[src/calu_pkg.sv]
// Shared operation codes, flag positions and pipeline stage types for the ALU.
package calu_pkg;

    localparam logic [3:0] OP_ADD    = 4'd0;
    localparam logic [3:0] OP_ADC    = 4'd1;
    localparam logic [3:0] OP_SUB    = 4'd2;
    localparam logic [3:0] OP_SBC    = 4'd3;
    localparam logic [3:0] OP_AND    = 4'd4;
    localparam logic [3:0] OP_XOR    = 4'd5;
    localparam logic [3:0] OP_OR     = 4'd6;
    localparam logic [3:0] OP_ADD_HL = 4'd7;
    localparam logic [3:0] OP_ADD_SP = 4'd8;

    localparam int FLAG_Z = 3;
    localparam int FLAG_N = 2;
    localparam int FLAG_H = 1;
    localparam int FLAG_C = 0;

    localparam logic [7:0] SIGN_MASK = 8'h80;

    typedef struct packed {
        logic       valid;
        logic       advance;
    } pipe_ctl_t;

    typedef struct packed {
        logic [3:0]  op;
        logic [7:0]  acc;
        logic [7:0]  operand;
        logic [15:0] word_base;
        logic [7:0]  word_hi;
        logic [3:0]  flags;
        logic [7:0]  lo_sum;
        logic        h_lo;
        logic        c_lo;
    } s1_t;

    typedef struct packed {
        logic [3:0]  op;
        logic [7:0]  acc;
        logic [7:0]  operand;
        logic [15:0] word_base;
        logic [3:0]  flags;
        logic [7:0]  lo_sum;
        logic        h_lo;
        logic        c_lo;
        logic [7:0]  hi_sum;
        logic        h_hi;
        logic        c_hi;
    } s2_t;

endpackage

[src/calu_stage1.sv]
// Stage 1: operand selection and the low-byte adder with nibble carry.
module calu_stage1 (
    input  logic               clk,
    input  logic               rst_n,
    input  calu_pkg::pipe_ctl_t ctl,
    input  logic [3:0]         operation,
    input  logic [7:0]         acc,
    input  logic [7:0]         operand,
    input  logic [15:0]        word_base,
    input  logic [15:0]        operand_word,
    input  logic [3:0]         flags_in,
    output logic               valid_reg,
    output calu_pkg::s1_t      data_reg
);
    import calu_pkg::*;

    logic       is_sub;
    logic       carry_sel;
    logic [7:0] x;
    logic [7:0] y;
    logic       ci;
    logic [4:0] nib;
    logic [4:0] hi;
    s1_t        data_next;

    always_comb
    begin
        is_sub    = (operation == OP_SUB) || (operation == OP_SBC);
        carry_sel = flags_in[FLAG_C] && ((operation == OP_ADC) || (operation == OP_SBC));
        x  = acc;
        y  = operand;
        ci = 1'b0;
        case (operation)
            OP_ADD, OP_ADC:
            begin
                y  = operand;
                ci = carry_sel;
            end
            // a - b - c computed as a + ~b + !c; borrow is the inverted carry
            OP_SUB, OP_SBC:
            begin
                y  = ~operand;
                ci = ~carry_sel;
            end
            OP_ADD_HL:
            begin
                x = word_base[7:0];
                y = operand_word[7:0];
            end
            OP_ADD_SP:
            begin
                x = word_base[7:0];
                y = operand;
            end
            default:
            begin
                x  = acc;
                y  = operand;
                ci = 1'b0;
            end
        endcase
        nib = {1'b0, x[3:0]} + {1'b0, y[3:0]} + {4'd0, ci};
        hi  = {1'b0, x[7:4]} + {1'b0, y[7:4]} + {4'd0, nib[4]};

        data_next.op        = operation;
        data_next.acc       = acc;
        data_next.operand   = operand;
        data_next.word_base = word_base;
        data_next.word_hi   = operand_word[15:8];
        data_next.flags     = flags_in;
        data_next.lo_sum    = {hi[3:0], nib[3:0]};
        data_next.h_lo      = nib[4] & ~is_sub | nib[4] & is_sub;
        data_next.c_lo      = hi[4];
    end

    always_ff @(posedge clk or negedge rst_n)
    begin
        if (!rst_n)
        begin
            valid_reg <= 1'b0;
        end
        else if (ctl.advance)
        begin
            valid_reg <= ctl.valid;
        end
    end

    always_ff @(posedge clk)
    begin
        if (ctl.advance && ctl.valid)
        begin
            data_reg <= data_next;
        end
    end

endmodule

[src/calu_stage2.sv]
// Stage 2: high-byte adder for the 16-bit word operations.
module calu_stage2 (
    input  logic               clk,
    input  logic               rst_n,
    input  calu_pkg::pipe_ctl_t ctl,
    input  calu_pkg::s1_t      data_in,
    output logic               valid_reg,
    output calu_pkg::s2_t      data_reg
);
    import calu_pkg::*;

    logic [7:0] y;
    logic [4:0] nib;
    logic [4:0] hi;
    s2_t        data_next;

    always_comb
    begin
        // SP add sign-extends the offset byte into the high byte
        if (data_in.op == OP_ADD_HL)
        begin
            y = data_in.word_hi;
        end
        else
        begin
            y = ((data_in.operand & SIGN_MASK) != 8'h00) ? 8'hFF : 8'h00;
        end
        nib = {1'b0, data_in.word_base[11:8]} + {1'b0, y[3:0]} + {4'd0, data_in.c_lo};
        hi  = {1'b0, data_in.word_base[15:12]} + {1'b0, y[7:4]} + {4'd0, nib[4]};

        data_next.op        = data_in.op;
        data_next.acc       = data_in.acc;
        data_next.operand   = data_in.operand;
        data_next.word_base = data_in.word_base;
        data_next.flags     = data_in.flags;
        data_next.lo_sum    = data_in.lo_sum;
        data_next.h_lo      = data_in.h_lo;
        data_next.c_lo      = data_in.c_lo;
        data_next.hi_sum    = {hi[3:0], nib[3:0]};
        data_next.h_hi      = nib[4];
        data_next.c_hi      = hi[4];
    end

    always_ff @(posedge clk or negedge rst_n)
    begin
        if (!rst_n)
        begin
            valid_reg <= 1'b0;
        end
        else if (ctl.advance)
        begin
            valid_reg <= ctl.valid;
        end
    end

    always_ff @(posedge clk)
    begin
        if (ctl.advance && ctl.valid)
        begin
            data_reg <= data_next;
        end
    end

endmodule

[src/calu_stage3.sv]
// Stage 3: logic operations, result selection, flag generation and output register.
module calu_stage3 (
    input  logic               clk,
    input  logic               rst_n,
    input  calu_pkg::pipe_ctl_t ctl,
    input  calu_pkg::s2_t      data_in,
    output logic               valid_reg,
    output logic [7:0]         acc_reg,
    output logic [15:0]        word_reg,
    output logic [3:0]         flags_reg
);
    import calu_pkg::*;

    logic [7:0]  acc_next;
    logic [15:0] word_next;
    logic [3:0]  flags_next;

    always_comb
    begin
        acc_next   = data_in.acc;
        word_next  = data_in.word_base;
        flags_next = data_in.flags;
        case (data_in.op)
            OP_ADD, OP_ADC:
            begin
                acc_next   = data_in.lo_sum;
                flags_next = {data_in.lo_sum == 8'h00, 1'b0, data_in.h_lo, data_in.c_lo};
            end
            OP_SUB, OP_SBC:
            begin
                acc_next   = data_in.lo_sum;
                flags_next = {data_in.lo_sum == 8'h00, 1'b1, ~data_in.h_lo, ~data_in.c_lo};
            end
            OP_AND:
            begin
                acc_next   = data_in.acc & data_in.operand;
                flags_next = {acc_next == 8'h00, 1'b0, 1'b1, 1'b0};
            end
            OP_XOR:
            begin
                acc_next   = data_in.acc ^ data_in.operand;
                flags_next = {acc_next == 8'h00, 3'b000};
            end
            OP_OR:
            begin
                acc_next   = data_in.acc | data_in.operand;
                flags_next = {acc_next == 8'h00, 3'b000};
            end
            OP_ADD_HL:
            begin
                word_next  = {data_in.hi_sum, data_in.lo_sum};
                flags_next = {data_in.flags[FLAG_Z], 1'b0, data_in.h_hi, data_in.c_hi};
            end
            // SP add flags come from the unsigned low-byte sum
            OP_ADD_SP:
            begin
                word_next  = {data_in.hi_sum, data_in.lo_sum};
                flags_next = {2'b00, data_in.h_lo, data_in.c_lo};
            end
            default:
            begin
                acc_next   = data_in.acc;
                word_next  = data_in.word_base;
                flags_next = data_in.flags;
            end
        endcase
    end

    always_ff @(posedge clk or negedge rst_n)
    begin
        if (!rst_n)
        begin
            valid_reg <= 1'b0;
        end
        else if (ctl.advance)
        begin
            valid_reg <= ctl.valid;
        end
    end

    always_ff @(posedge clk)
    begin
        if (ctl.advance && ctl.valid)
        begin
            acc_reg   <= acc_next;
            word_reg  <= word_next;
            flags_reg <= flags_next;
        end
    end

endmodule

[src/cpu_alu_with_flags_core.sv]
// Top level of the pipelined 8-bit ALU with Z N H C flags.
// Three register stages: low-byte add, high-byte add, then result select with the
// output register. An input transfer is registered in stage 1, then stage 2, then the
// output register, where out_valid rises; one item is accepted every cycle while the
// output is taken. A stalled output holds only the stages behind it that are full, so
// bubbles keep filling and in_stall rises only when all three stages hold items.
module cpu_alu_with_flags_core (
    input  logic        clk,
    input  logic        rst_n,
    input  logic        in_valid,
    output logic        in_stall,
    input  logic [3:0]  operation,
    input  logic [7:0]  acc,
    input  logic [7:0]  operand,
    input  logic [15:0] word_base,
    input  logic [15:0] operand_word,
    input  logic [3:0]  flags_in,
    output logic        out_valid,
    input  logic        out_stall,
    output logic [7:0]  acc_out,
    output logic [15:0] word_out,
    output logic [3:0]  flags_out
);
    import calu_pkg::*;

    pipe_ctl_t ctl1;
    pipe_ctl_t ctl2;
    pipe_ctl_t ctl3;
    logic      v1;
    logic      v2;
    s1_t       d1;
    s2_t       d2;

    always_comb
    begin
        ctl3.advance = !out_valid || !out_stall;
        ctl2.advance = !v2 || ctl3.advance;
        ctl1.advance = !v1 || ctl2.advance;
        ctl1.valid   = in_valid;
        ctl2.valid   = v1;
        ctl3.valid   = v2;
    end

    assign in_stall = !ctl1.advance;

    calu_stage1 u_stage1 (
        .clk          (clk),
        .rst_n        (rst_n),
        .ctl          (ctl1),
        .operation    (operation),
        .acc          (acc),
        .operand      (operand),
        .word_base    (word_base),
        .operand_word (operand_word),
        .flags_in     (flags_in),
        .valid_reg    (v1),
        .data_reg     (d1)
    );

    calu_stage2 u_stage2 (
        .clk       (clk),
        .rst_n     (rst_n),
        .ctl       (ctl2),
        .data_in   (d1),
        .valid_reg (v2),
        .data_reg  (d2)
    );

    calu_stage3 u_stage3 (
        .clk       (clk),
        .rst_n     (rst_n),
        .ctl       (ctl3),
        .data_in   (d2),
        .valid_reg (out_valid),
        .acc_reg   (acc_out),
        .word_reg  (word_out),
        .flags_reg (flags_out)
    );

endmodule

[config.mk]
export PLATFORM = sky130hd
export DESIGN_NAME = cpu_alu_with_flags_core
export DESIGN_NICKNAME = d
export VERILOG_FILES = /design/src/calu_pkg.sv /design/src/calu_stage1.sv /design/src/calu_stage2.sv /design/src/calu_stage3.sv /design/src/cpu_alu_with_flags_core.sv
export SDC_FILE = /design/constraint.sdc
export NUM_CORES = 1
export LEC_CHECK = 0
export BUFFER_PORTS_ARGS = -buffer_cell sky130_fd_sc_hd__buf_2
export CORE_MARGIN = 2
export CORE_UTILIZATION = 45
export CTS_CLUSTER_SIZE = 25
export DETAILED_ROUTE_END_ITERATION = 8
export GPL_TIMING_DRIVEN = 1
export PLACE_DENSITY = 0.68
export SYNTH_ARGS = -nofsm -noshare
export SYNTH_HDL_FRONTEND = slang
export SYNTH_SLANG_ARGS = --single-unit
[constraint.sdc]
create_clock -name clk -period 7.62 [get_ports clk]
set_input_delay 1.524 -clock clk [delete_from_list [all_inputs] [get_ports clk]]
set_output_delay 1.524 -clock clk [all_outputs]
set_load 0.02 [all_outputs]
==> results of run 1 <==
[cell usage after synthesis (2+ instances only)]
| library cell | n |
|---|---|
| ha_1 | 28 |
| dfrtp_1 | 3 |
| mux2i_1 | 2 |
| nand4_1 | 4 |
| nor2b_1 | 7 |
| mux2_4 | 12 |
| clkbuf_1 | 4 |
| nand3b_1 | 8 |
| buf_2 | 8 |
| fa_1 | 8 |
| and2_1 | 2 |
| nand2_1 | 2 |
| mux2_1 | 5 |
| a221o_1 | 3 |
| a31oi_1 | 9 |
| mux2_2 | 6 |
| inv_2 | 2 |
| nand3_1 | 4 |
| nor2_1 | 20 |
| edfxtp_1 | 146 |
| o21ai_0 | 16 |
| a21oi_1 | 7 |
| a221oi_1 | 8 |
| inv_1 | 38 |
| nor4_1 | 5 |
| a222oi_1 | 8 |
| nand2b_1 | 14 |
| xnor2_1 | 8 |
| a22oi_1 | 2 |
| or4_1 | 2 |
| buf_6 | 4 |
| and3_1 | 3 |
| a21o_1 | 12 |
[placed cells by master, fill, tap and decap left out, drive strengths merged, types with 5 or more instances in the layout]
cell and count:
edfxtp 146, buf 91, inv 40, ha 28, mux2 23, nor2 20, clkbuf 19, o21ai 16
nand2b 14, a21o 12, a31oi 10, nand3b 8, a221oi 8, xnor2 8, a222oi 8, fa 8
nor2b 7, a21oi 7, clkinv 7, nor4 5
[per-stage QoR]
stage | hold WS (ps) | util | instance area, µm² | power [mW]
finish | 418.1 | 0.5394 | 7810 | 2.151
detailed placement | 404.5 | 0.4984 | 7216 | 1.338
floorplan | 400.3 | - | 6631 | 1.249
global placement | 405.8 | 0.4984 | 7216 | 1.326
global route | 428.2 | 0.5394 | 7810 | 2.247
CTS | 417.2 | 0.5394 | 7810 | 2.173
[path summary, 6_finish.rpt]
path | start | end | cells after the start
min in group asynchronous | rst_n | u_stage2.valid_reg | 1
min | u_stage1.data_reg[39] | u_stage2.data_reg[41] | 0
min reg2reg | u_stage1.data_reg[39] | u_stage2.data_reg[41] | 0
max | operation[1] | u_stage1.data_reg[0] | 16
max in group asynchronous | rst_n | u_stage1.valid_reg | 1
max reg2reg | u_stage1.data_reg[55] | u_stage2.data_reg[0] | 15
[routing by layer]
layer	wire length, µm	up-vias	track usage
met5	0	-	0
met1	5439	1797	0.2150
met4	143	0	0.06732
met2	5608	113	0.2471
met3	510	10	0.04193
li1	-	1801	-
[logic make-up (layout without fill, tap and decap cells)]
logic type | Yosys count | count (layout)
xor gates and xnor gates | 9 | 9
buffers and inverters | 58 | 163
muxes | 25 | 25
and+or+nand+nor | 76 | 76
AOI/OAI and AO/OA | 72 | 72
DFF | 149 | 149
adders and majority gates | 36 | 36
[where the power goes]
part / total [mW] / switching [mW] / internal [mW]
clock: 0.829 / 0.290 / 0.540
combinational: 0.264 / 0.155 / 0.109
sequential: 1.06 / 0.0400 / 1.02
total: 2.15 / 0.484 / 1.67
[cell type report]
type                    count  area share
repair buffers             91     0.05896
clock inverters            12     0.02067
inverters                  41     0.01971
multi-input cells         218      0.2448
flip-flops and latches    149      0.5710
clock buffers              19     0.05543
well taps                 184     0.02948
==> flow_metrics.tcl, run 1 <==
set metrics [dict create \
    status "completed" \
    largest_reg_flops 60 \
    finalSetupTns_ps 0 \
    rows 44 \
    async_reset_ff_frac 0.02013 \
    reg2reg_slack_ps 3770 \
    yosysTopAreaCellShare 0.6611 \
    io_buffers 89 \
    skew_ps 6.679 \
    cp.required_ps 7900 \
    dr_total_vias 3721 \
    drt-initial-drc-count 204 \
    yosys.area_share.simple 0.06736 \
    cts_hold_buf 0 \
    start_util 0.4580 \
    synth_compound_area_frac 0.08113 \
    path_cells "buf_2 -> nor2b_1 -> a31o_1 -> mux2_1 -> fa_1 -> inv_1 -> fa_1 -> nor2b_1 -> o21ai_0 -> nand2b_1 -> inv_1 -> fa_1 -> fa_1 -> nor2b_1 -> o21ai_0 -> nand2b_1" \
    num_io_pins 90 \
    place_hpwl_um 8380 \
    grt_overflow 0 \
    areaGrowthSynthToFinish_pct 17.77 \
    maxSlewHeadroom 0.3363 \
    critical-path-max-stage-delay_ps 790 \
    antenna_found_initial 0 \
    layout-drive-gt1-share 0.2736 \
    ant_nets 0 \
    syn_inst 425 \
    crit_path_start_kind "input port" \
    drt_pre_antenna_iters 5 \
    cts.sinks 149 \
    track_usage 0.1595 \
    gp_congestion 0.7868 \
    synthAdderAreaFrac 0.07698 \
    cts_tree "built" \
    nets 614 \
    grt_max_degree 61 \
    critPathTopFamily "adder cells" \
    fin_crit_ps 5092 \
    remaining_drc_errors 0 \
    synth_top_area_cell "edfxtp_1" \
    placed_cells 683 \
    ys_seq_area_frac 0.6725 \
    grt_pass1_wl_um 19330 \
    antenna_cells 0 \
    synth.distinct_cells 48 \
    fp.dieH_um 125.4 \
    post_cts_buffers 0 \
    syn_nets 521 \
    synth_edf_count 146 \
    synthTopCellsByArea "edfxtp_1 66%, ha_1 5.3%, mux2_4 2.7%" \
    tightest_slew_ps 993.5 \
    clk_path_buf_depth 2 \
    timing.fmax_mhz 196.4 \
    cts_buffers 17 \
    final_cells 714 \
    finalHoldViolations 0 \
    critical_path_arrival_ps 5370 \
    cp_common_cell "fa_1" \
    viasPerCell 5.211 \
    ff_latch_area_um2 4459 \
    place_ws_ps 2082 \
    wl_per_cell_um 16.39 \
    setup_violations 0 \
    drv_cap 0 \
    end_kind "flop" \
    ys_warn_count 0 \
    ir_drop_uv 158.2 \
    coreArea_um2 14480 \
    layout_setup_ws_ps 2528 \
    rsz0062_at_grt "no" \
    p_leak_nw 3.100 \
    synth_top_family_by_area "compound AO/OA/AOI/OAI gates" \
    multi_input_comb_area_um2 1912 \
    insertion_delay_ps 410 \
    cts_resized 0 \
    cp.buffers_inverters 3 \
    cts_root_buf "clkbuf_16" \
    critPathKind "in2reg" \
    synthMuxAreaShare 0.04887 \
    clk_pin_slew_ps 50 \
    die_x_um 125.4 \
    powerDensity_nw_per_um2 275.4 \
    synth-xor-area-share 0.01189 \
    syn_area_um2 6631 \
    crit_slowest_cell "nor2b_1" \
    die_area_um2 15720 \
    grt_pass1_vias 3687 \
    wirelength_um 11700 \
    synth_ff_type "edfxtp_1" \
    fin_crit_sh 0.6683 \
    h-tree-depth 4 \
    critPathMaxFanout 18 \
    nFillCells 1157 \
    postSynthAreaPerCell_um2 15.60 \
    synth-seq-cells 149 \
    finalMaxSlewViolations 0 \
    hold_class "reg2reg" \
]
No activity file was read; power rests on OpenSTA's default activity.
==> inputs of run 2 (changes only) <==
- PLACE_DENSITY: 0.68 -> 0.7
- clock period: 7.62 -> 4.4 ns (I/O delays scaled with it)
==> flow_metrics.tcl, run 2 (synthesized netlist as in run 1, its figures left out) <==
set metrics [dict create \
    status "completed" \
    clkPwrFrac 0.374 \
    h-tree-depth 4 \
    rows 44 \
    finalPower_mw 3.662 \
    reg2reg_depth 15 \
    areaGrowthSynthToFinish_pct 18.02 \
    cts_tree "built" \
    start_util 0.4580 \
    placed_cells 688 \
    fin_util 0.5405 \
    coreArea_um2 14480 \
    drv_cap 0 \
    wl_per_cell_um 16.59 \
    place_hpwl_um 8539 \
    setup_violations 0 \
    end_kind "flop" \
    crit_path_start_kind "flop" \
    timing.fmax_mhz 251.0 \
    powerDensity_nw_per_um2 467.9 \
    fin_crit_sh 0.9054 \
    hold_class "in2async" \
    grt_overflow 0 \
    clk_pin_slew_ps 60 \
    cts_buffers 17 \
    finalHoldViolations 0 \
    tightest_slew_ps 887.5 \
    critical_path.startpoint "u_stage1.data_reg[55]" \
    remaining_drc_errors 0 \
    clk_path_buf_depth 2 \
    maxSlewHeadroom 0.4083 \
    ant_nets 0 \
    critPathKind "reg2reg" \
    viasPerCell 5.153 \
    gp_congestion 0.8263 \
    critical_path_arrival_ps 4250 \
    finalSetupTns_ps 0 \
    grt_pass1_wl_um 19460 \
    fin_crit_ps 3984 \
    drt-initial-drc-count 258 \
    insertion_delay_ps 410 \
    antenna_cells 0 \
    cp.required_ps 4670 \
    ir_drop_uv 287.5 \
    cts_hold_buf 0 \
    mostFrequentLayoutCell "edfxtp_1" \
    skew_ps 6.835 \
    track_usage 0.1610 \
    critPathMaxFanout 9 \
    rsz0062_at_grt "no" \
    fp.dieH_um 125.4 \
    num_io_pins 90 \
    cts.sinks 149 \
    comb_power_share 0.126 \
    intPower_mw 2.787 \
    wirelength_um 11950 \
    cts_resized 0 \
    finalMaxSlewViolations 0 \
    grt_max_degree 61 \
    dr_total_vias 3710 \
    p_sw_frac 0.2390 \
    cts_root_buf "clkbuf_16" \
    largest_reg_flops 60 \
    drt_pre_antenna_iters 5 \
    layout-drive-gt1-share 0.2817 \
    die_x_um 125.4 \
    reg2reg_slack_ps 420 \
    power_frac_seq 0.500 \
    worstReg2RegEnd "u_stage2.data_reg[0]" \
    most-common-layout-cells "146 x edfxtp_1, 89 x buf_2, 38 x inv_1" \
    regToRegStartpoint "u_stage1.data_reg[55]" \
    nets 619 \
    post_cts_buffers 0 \
    switchingPower_mw 0.8755 \
    die_area_um2 15720 \
    io_buffers 89 \
    p_leak_nw 3.095 \
    final_cells 720 \
    antenna_found_initial 0 \
    grt_pass1_vias 3681 \
]
[run 2: cell count changes in the layout (fill, tap and decap cells not counted), sizes merged]
cell / before / now
buf: 91 / 96
clkinvlp: 2 / 5
bufinv: 4 / 2
clkinv: 7 / 5
clkbuf: 19 / 20
inv: 40 / 41
[run 2: how the worst max path moves through the flow]
stage | end | slack (ps) | depth (start not counted)
2_1_floorplan | u_stage1.data_reg[8] | 470 | 15
3_3_place_gp | u_stage1.data_reg[8] | 310 | 15
3_5_place_dp | u_stage1.data_reg[8] | 120 | 15
4_1_cts | u_stage2.data_reg[0] | 420 | 15
5_1_grt | u_stage2.data_reg[0] | 160 | 15
6_report | u_stage2.data_reg[0] | 420 | 15
[run 2: final cells by class]
type | count | area (µm²)
clock inverter | 12 | 131.4
clock buffer | 20 | 436.7
timing repair buffer | 96 | 510.5
multi-input combinational | 218 | 1904
inverter | 41 | 153.9
fill | 1188 | 6653
tap | 184 | 230.2
sequential | 149 | 4459
[run 2: critical path, cell delays in order, from the launching register on]
cell and delay [ps]:
edfxtp_1 400, and4b_1 360, nor2b_1 590, a21o_1 160, fa_1 200, inv_1 70
fa_1 400, nor2b_1 140, o21ai_0 90, nand2b_1 140, inv_1 80, fa_1 410
fa_1 440, nor2b_1 130, o21ai_0 90, nand2b_1 110
[run 2: power by group through the flow]
stage / clock, mW / sequential (mW) / combinational, mW
4_1_cts: 1.39 / 1.83 / 0.466
3_3_place_gp: 0 / 1.85 / 0.445
6_report: 1.37 / 1.83 / 0.462
5_1_grt: 1.46 / 1.85 / 0.517
2_1_floorplan: 0 / 1.88 / 0.285
3_5_place_dp: 0 / 1.86 / 0.461
[run 2: stage by stage]
step | instance area (µm²) | hold WS (ps) | worst slack (ps)
2_1_floorplan | 6631 | 400.3 | 471.9
3_3_place_gp | 7258 | 403.1 | 308.2
3_5_place_dp | 7258 | 404.5 | 123.7
4_1_cts | 7826 | 245.0 | 421.4
5_1_grt | 7826 | 242.2 | 165.0
6_report | 7826 | 257.1 | 416.3
[run 2: layer usage]
metal,part of all wire,track usage,wire length [µm]
met4,0.014,0.05359,165
met3,0.049,0.04279,588
met5,0,0,0
met1,0.45,0.2147,5421
met2,0.48,0.2586,5770
==> inputs of run 3 (changes only) <==
- CELL_PAD_IN_SITES_DETAIL_PLACEMENT: not set -> 1
- CELL_PAD_IN_SITES_GLOBAL_PLACEMENT: not set -> 1
- CORE_UTILIZATION: 45 -> 43
- PLACE_DENSITY: 0.7 -> 0.78
==> flow_metrics.tcl, run 3 (synthesized netlist as in run 1, its figures left out) <==
set metrics [dict create \
    rsz0062_at_grt "no" \
    post_cts_buffers 0 \
    timing.fmax_mhz 249.3 \
    viasPerCell 5.475 \
    remaining_drc_errors 0 \
    clk_path_buf_depth 2 \
    regToRegStartpoint "u_stage1.data_reg[55]" \
    cts_resized 0 \
    grt_max_degree 43 \
    drv_cap 0 \
    dr_total_vias 3964 \
    track_usage 0.2031 \
    critPathKind "in2reg" \
    cts_root_buf "clkbuf_16" \
    p_leak_nw 3.133 \
    h-tree-depth 4 \
    wl_per_cell_um 22.13 \
    ir_drop_uv 344.7 \
    die_area_um2 16430 \
    clk_pin_slew_ps 60 \
    finalMaxSlewViolations 0 \
    status "completed" \
    cts_buffers 17 \
    largest_reg_flops 60 \
    antenna_found_initial 0 \
    fp.dieH_um 128.2 \
    worstReg2RegEnd "u_stage2.data_reg[0]" \
    cts_hold_buf 0 \
    final_cell_area_um2 7855 \
    maxSlewHeadroom 0.3331 \
    areaGrowthSynthToFinish_pct 18.45 \
    placed_cells 693 \
    insertion_delay_ps 430 \
    wirelength_um 16020 \
    whs_ps 251.6 \
    crit_path_start_kind "input port" \
    reg2reg_depth 15 \
    final_cells 724 \
    coreArea_um2 15150 \
    finalSetupTns_ps 0 \
    cp.required_ps 4680 \
    layout-drive-gt1-share 0.2873 \
    finalHoldViolations 0 \
    tightest_slew_ps 997.8 \
    critPathMaxFanout 9 \
    antenna_cells 0 \
    reg2reg_slack_ps 650 \
    num_io_pins 90 \
    mostFrequentLayoutCell "edfxtp_1" \
    gp_congestion 0.8599 \
    end_kind "flop" \
    grt_pass1_vias 4212 \
    die_x_um 128.2 \
    drt-initial-drc-count 327 \
    place_hpwl_um 10600 \
    fin_crit_ps 4011 \
    cts.sinks 149 \
    rows 45 \
    setup_violations 0 \
    grt_overflow 0 \
    skew_ps 13.61 \
    dpl_cell_area_um2 7266 \
    critical_path_arrival_ps 4290 \
    start_util 0.4378 \
    ant_nets 0 \
    hold_class "in2async" \
    fin_crit_sh 0.9116 \
    cts_tree "built" \
    powerDensity_nw_per_um2 484.1 \
    grt_pass1_wl_um 24480 \
    nets 620 \
    drt_pre_antenna_iters 7 \
    io_buffers 89 \
    most-common-layout-cells "146 x edfxtp_1, 89 x buf_2, 38 x inv_1" \
    nFillCells 1473 \
]
-- run 3: cell count changes in the layout (fill, tap and decap cells not counted), moves of 2 or more --
| cell | delta |
|---|---|
| buf_4 | +2 |
| clkinv_4 | +2 |
| clkinvlp_4 | -4 |
| clkinv_2 | +3 |
| clkinv_1 | -2 |
-- run 3: area by class of cell --
class	count	area (µm²)	area share
clock buffers	19	432.9	0.05511
clock inverters	12	156.4	0.01991
inverters	41	153.9	0.01959
multi-input cells	218	1912	0.2434
flip-flops and latches	149	4459	0.5677
well taps	188	235.2	0.02995
repair buffers	97	505.5	0.06435
-- run 3: metrics by stage --
stage               worst slack [ps]    util  power (mW)
finish                         389.1  0.5186       3.803
global route                   144.8  0.5186       3.929
CTS                            352.7  0.5186       3.832
detailed placement            -69.96  0.4797       2.349
global placement               284.2  0.4797       2.300
floorplan                      471.9       -       2.163
-- run 3: where the power goes --
group          switching, mW  internal [mW]  total [mW]  leakage [nW]
clock network          0.574          0.890        1.46         0.287
registers             0.0827           1.76        1.84          1.44
logic                  0.299          0.195       0.494          1.40
-- run 3: worst max-delay path by stage --
stage                             from                   end  slack [ps]  cells past startpoint
after floorplan           operation[1]  u_stage1.data_reg[8]         470                     15
after global placement    operation[1]  u_stage1.data_reg[8]         280                     14
after detailed placement  operation[1]  u_stage1.data_reg[0]         -70                     15
after CTS                 operation[1]  u_stage1.data_reg[0]         350                     15
after global routing      operation[1]  u_stage1.data_reg[0]         140                     16
final                     operation[1]  u_stage1.data_reg[0]         390                     15
-- run 3: layer usage --
layer  up-vias  share of wire  track usage  wire length (µm)
met4         0          0.019      0.07240               301
met5         -              0            0                 0
li1       1808              -            -                 -
met1      2015           0.41       0.2500              6629
met2       120           0.52       0.3551              8412
met3        21          0.042      0.04174               680
-- run 3: critical path, cell delays in order --
cell	delay, ps
buf_2	120
nor2b_1	480
a31o_1	310
buf_4	180
mux2_1	330
ha_1	330
nor2b_1	180
o21ai_0	110
nand2b_1	110
inv_1	60
fa_1	430
fa_1	450
nor2b_1	130
o21ai_0	90
nand2b_1	90
